File: src/hdl/lzrw_pkg.sv
`default_nettype none

package lzrw_pkg;

    localparam int BYTE_W = 8;
    localparam int LEN_W = 16;
    localparam int CFG_W = 10;
    localparam int CNT_W = 6;
    localparam int PAIR_HI_W = 7;

    localparam logic [CFG_W-1:0] CFG_START_POS_RESET = 10'd991;

    localparam logic [BYTE_W-1:0] CMD_LITERAL_BASE = 8'h80;
    localparam logic [BYTE_W-1:0] CMD_RLE_BASE = 8'hC0;
    localparam logic [BYTE_W-1:0] CMD_ZERO_BASE = 8'hE0;

    typedef enum logic [3:0] {
        S_LEN_LO,
        S_LEN_HI,
        S_CMD,
        S_PAIR_LO,
        S_LITERAL,
        S_RLE_VAL,
        S_RUN,
        S_COPY
    } state_t;

    typedef enum logic [1:0] {
        KIND_PAIR,
        KIND_LITERAL,
        KIND_RLE,
        KIND_ZERO
    } cmd_kind_t;

    typedef enum logic [2:0] {
        CNT_HOLD,
        CNT_LOW5,
        CNT_LOW5_P1,
        CNT_PAIR,
        CNT_INC,
        CNT_DEC
    } cnt_op_t;

    typedef enum logic [1:0] {
        EMIT_BYTE,
        EMIT_VAL,
        EMIT_RD
    } emit_src_t;

    typedef struct packed {
        logic      start;
        logic      len_hi;
        logic      consume;
        logic      ld_pair_hi;
        cnt_op_t   cnt_op;
        logic      val_ld;
        logic      val_zero;
        logic      ld_copy;
        logic      emit;
        emit_src_t emit_src;
        logic      emit_last;
        logic      emit_end;
        logic      copy_step;
    } ctrl_cmd_t;

    typedef struct packed {
        cmd_kind_t kind;
        logic      low5_zero;
        logic      len_empty;
        logic      done_inc;
        logic      done_now;
        logic      cnt_zero;
        logic      cnt_one;
        logic      slot_free;
    } ctrl_status_t;

endpackage

`default_nettype wire

File: src/hdl/lzrw_ctrl.sv
`default_nettype none

module lzrw_ctrl (
    input  wire                        aclk,
    input  wire                        aresetn,
    input  wire                        s_valid,
    output logic                       s_ready,
    input  lzrw_pkg::ctrl_status_t     st,
    output lzrw_pkg::ctrl_cmd_t        cmd
);
    import lzrw_pkg::*;

    state_t state_reg;
    state_t state_next;
    logic   accept;

    always_ff @(posedge aclk) begin
        if (!aresetn) begin
            state_reg <= S_LEN_LO;
        end else begin
            state_reg <= state_next;
        end
    end

    always_comb begin
        state_next = state_reg;
        cmd = '0;
        cmd.cnt_op = CNT_HOLD;
        cmd.emit_src = EMIT_BYTE;
        s_ready = 1'b0;
        accept = 1'b0;
        unique case (state_reg)
            S_LEN_LO: begin
                s_ready = 1'b1;
                accept = s_valid;
                if (accept) begin
                    cmd.start = 1'b1;
                    state_next = S_LEN_HI;
                end
            end
            S_LEN_HI: begin
                s_ready = 1'b1;
                accept = s_valid;
                if (accept) begin
                    cmd.len_hi = 1'b1;
                    state_next = st.len_empty ? S_LEN_LO : S_CMD;
                end
            end
            S_CMD: begin
                s_ready = 1'b1;
                accept = s_valid;
                if (accept) begin
                    cmd.consume = 1'b1;
                    unique case (st.kind)
                        KIND_PAIR: begin
                            cmd.ld_pair_hi = 1'b1;
                            state_next = S_PAIR_LO;
                        end
                        KIND_LITERAL: begin
                            cmd.cnt_op = CNT_LOW5;
                            if (st.low5_zero) begin
                                state_next = st.done_inc ? S_LEN_LO : S_CMD;
                            end else begin
                                state_next = S_LITERAL;
                            end
                        end
                        KIND_RLE: begin
                            cmd.cnt_op = CNT_LOW5;
                            state_next = S_RLE_VAL;
                        end
                        KIND_ZERO: begin
                            cmd.cnt_op = CNT_LOW5_P1;
                            cmd.val_ld = 1'b1;
                            cmd.val_zero = 1'b1;
                            state_next = S_RUN;
                        end
                        default: begin
                            state_next = S_CMD;
                        end
                    endcase
                end
            end
            S_PAIR_LO: begin
                s_ready = 1'b1;
                accept = s_valid;
                if (accept) begin
                    cmd.consume = 1'b1;
                    cmd.cnt_op = CNT_PAIR;
                    cmd.ld_copy = 1'b1;
                    state_next = S_COPY;
                end
            end
            S_LITERAL: begin
                s_ready = st.slot_free;
                accept = s_valid && st.slot_free;
                if (accept) begin
                    cmd.consume = 1'b1;
                    cmd.emit = 1'b1;
                    cmd.emit_src = EMIT_BYTE;
                    cmd.emit_last = 1'b1;
                    cmd.emit_end = st.cnt_one && st.done_inc;
                    cmd.cnt_op = CNT_DEC;
                    if (st.cnt_one) begin
                        state_next = st.done_inc ? S_LEN_LO : S_CMD;
                    end
                end
            end
            S_RLE_VAL: begin
                s_ready = 1'b1;
                accept = s_valid;
                if (accept) begin
                    cmd.consume = 1'b1;
                    cmd.cnt_op = CNT_INC;
                    cmd.val_ld = 1'b1;
                    state_next = S_RUN;
                end
            end
            S_RUN: begin
                if (st.slot_free) begin
                    cmd.emit = 1'b1;
                    cmd.emit_src = EMIT_VAL;
                    cmd.emit_last = st.cnt_zero;
                    cmd.emit_end = st.cnt_zero && st.done_now;
                    cmd.cnt_op = CNT_DEC;
                    if (st.cnt_zero) begin
                        state_next = st.done_now ? S_LEN_LO : S_CMD;
                    end
                end
            end
            S_COPY: begin
                if (st.slot_free) begin
                    cmd.emit = 1'b1;
                    cmd.emit_src = EMIT_RD;
                    cmd.copy_step = 1'b1;
                    cmd.emit_last = st.cnt_zero;
                    cmd.emit_end = st.cnt_zero && st.done_now;
                    cmd.cnt_op = CNT_DEC;
                    if (st.cnt_zero) begin
                        state_next = st.done_now ? S_LEN_LO : S_CMD;
                    end
                end
            end
            default: begin
                state_next = S_LEN_LO;
            end
        endcase
    end

endmodule

`default_nettype wire

File: config.mk
export PLATFORM = sky130hd
export DESIGN_NAME = lzrw_ctrl
export DESIGN_NICKNAME = d
export VERILOG_FILES = /design/src/hdl/lzrw_pkg.sv /design/src/hdl/lzrw_ctrl.sv
export SDC_FILE = /design/constraint.sdc
export NUM_CORES = 1
export LEC_CHECK = 0
export BUFFER_PORTS_ARGS = -buffer_cell sky130_fd_sc_hd__buf_4
export CORE_UTILIZATION = 23
export DETAILED_ROUTE_END_ITERATION = 7
export PLACE_DENSITY = 0.43
export SETUP_SLACK_MARGIN = 0.2
export SLEW_MARGIN = 25
export SYNTH_ARGS = -nofsm -noshare
export SYNTH_HDL_FRONTEND = slang
export SYNTH_SLANG_ARGS = --single-unit
File: constraint.sdc
create_clock -name aclk -period 2.4 [get_ports aclk]
set_clock_uncertainty 0.1 [all_clocks]
set_input_delay 0.6 -clock aclk [delete_from_list [all_inputs] [get_ports aclk]]
set_output_delay 0.6 -clock aclk [all_outputs]
set_load 0.01 [all_outputs]
==> metrics <==
status complete, no violations; DRT antenna net count 0; Synth area leaders ha_1 (11%), dfxtp_1 (10%), nor2_1 (8.9%); Area growth syn-to-layout 43.76%; final RePlAce weighted congestion 0.7152; unrepaired setup endpoints after global routing no; Post-Synthesis Cells 83; vias per cell 4.993; post-synth top area cell ha_1; share of cells above drive strength 1 41.07%; Slew Limit Fails 0; yosys warns 0; Setup Viol. Count Final 0; Slew @ Worst Pin 261.6 ps; Post-synth top cells nor2_1 (14), nand2_1 (7); Yosys cell types 34; asr flop ratio synth 0%; Crit Reg-Reg Startpoint state_reg[2]; vias in the first global route 640; Crit Path Max Fanout 3; post-route setup TNS 0 ps; Tmin final 2137 ps; crit-path cells buf_4 -> inv_1 -> ha_1 -> nor2_1 -> o32ai_2 -> buf_4; # IOs 29; most frequent cell after synthesis nor2_1; relative slew slack 82.56%; leakage 0.3938 nW; Mapped Area 591.8 um2; Die ar. 2780 um2; FF+latch area 63.81 um2; DRC viols 0; Hold Crit Class register to register; Root Driver clkbuf_4; Skew-Pair Late Insertion Delay 230 ps; DIE WIDTH 52.73 um; crit path launch st[7]; post-synthesis register bit count 3; Most used DFF post-synth dfxtp_1; Port Buf Inserts 28; WS Path Type primary input to primary output; top cell type's share of synthesized area 10.57%; Initial Utilization 24.11%; Most common cell on crit path buf_4; FP Rows 18; Die H 52.73 um; worst endpoint data arrival time 1440 ps; Clock Path Buffers 2; CTS Buf Count 3; drt first pass iters 4; area of the core 2455 um2; TritonCTS clock tree done; Tot GR Track Use 13.95%; Sinks on Clock Net 3; slowest cell on the critical path ha_1; routed via count 709; Max-Cap Viols 0; CP endpoint kind primary output; Worst EP required 1700 ps; total gr overflow 0; slowest cell delay on critical path 270 ps; # diodes 0; CTS H-tree lvls 1; part of the cycle the worst path needs 89.03%; HP Start state_reg[0]; PwrDens 370.0 nW/um2; Largest register FFs 3; cts hold-fix bufs 0; Fin. Hold Viols 0; Worst-path clk slew 40 ps; placed wire-length estimate 1.354 mm; syn nets 100; largest net degree at the start of global routing 13; # nets final 130; antenna violations before repair 0; share of the yosys chip area belonging to registers 10.15%; Post-synth EDFFs 0; Peak Freq 468.0 MHz; DR WL/cell 12.09 um; PnR Total Power 0.0003148 W; global-route wire length before repair 2.870 mm; mean post-synth cell area 7.130 um2; footprint of the multi-input gates 467.9 um2; DR iter-0 viols 12; WL final 1.717 mm; Peak supply drop 0.2045 mV; fill count 271; CP Launch Type primary input
## layer usage
metal	up-vias	GRT usage [%]	part of all wire [%]
met4	0	3.947	0
li1	352	-	-
met3	0	4.058	5.5
met1	339	18.68	47
met2	18	21.31	48
met5	-	0	0
## stage by stage
stage,cell area [um2],setup WS [ps],hold WS (ps),util (%),std cells
finish,850.8,263.3,486.8,34.66,142
global route,850.8,191.8,506.5,34.66,142
CTS,839.6,233.2,509.7,34.20,142
detailed placement,813.3,237.7,511.6,33.13,138
global placement,813.3,249.4,543.4,33.13,138
floorplan,591.8,398.7,496.9,-,83
## kinds of logic after synthesis
family	Yosys count	synth area share, %
and+or+nand+nor	40	36.79
AOI/OAI and AO/OA	24	30.45
buffers and inverters	11	12.05
adders and majority gates	5	10.57
DFF	3	10.15
## worst paths after layout
kind | slack (ps) | depth (start not counted) | to
max | 260 | 6 | cmd[9]
max reg2reg | 850 | 5 | state_reg[0]
min reg2reg | 490 | 1 | state_reg[0]
min | 490 | 1 | state_reg[0]
## what timing repair did
action                                  in CTS  in global routing
buffers inserted                             0                  0
resized for setup                            0                  4
endpoints found under the setup margin       0                  5
hold endpoints to repair                     0                  0
## layout by cell type, fill, tap and decap left out, drive strengths merged, types with 3 or more instances in the layout
master	netlist	layout
nor3	3	3
nor2b	5	5
dfxtp	3	3
o21ai	5	5
nor2	15	15
inv	4	4
nand2b	3	3
a21oi	6	6
clkbuf	0	4
nand2	7	7
a31oi	3	3
buf	7	32
ha	5	5
## final cells by class
cell class,instances,area share [%]
Multi-Input combinational cell,69,55.00
Clock buffer,4,3.088
Sequential cell,3,7.500
Timing Repair Buffer,32,28.24
Inverter,4,1.765
Tap cell,30,4.412
## critical path, delay by kind of cell
| kind | cells | cell delay [ps] |
|---|---|---|
| buffers and inverters | 3 | 310 |
| AO/OA/AOI/OAI | 1 | 210 |
| AND/OR/NAND/NOR | 1 | 50 |
| adder cells (fa/ha/maj) | 1 | 270 |
## power by group
part	internal, W	total [W]	switching, W
clock	0.0000623	0.0000887	0.0000264
sequential	0.0000568	0.0000715	0.0000148
combinational	0.0000766	0.000155	0.0000780
total	0.000196	0.000315	0.000119
(Power assumes the default switching activity.)
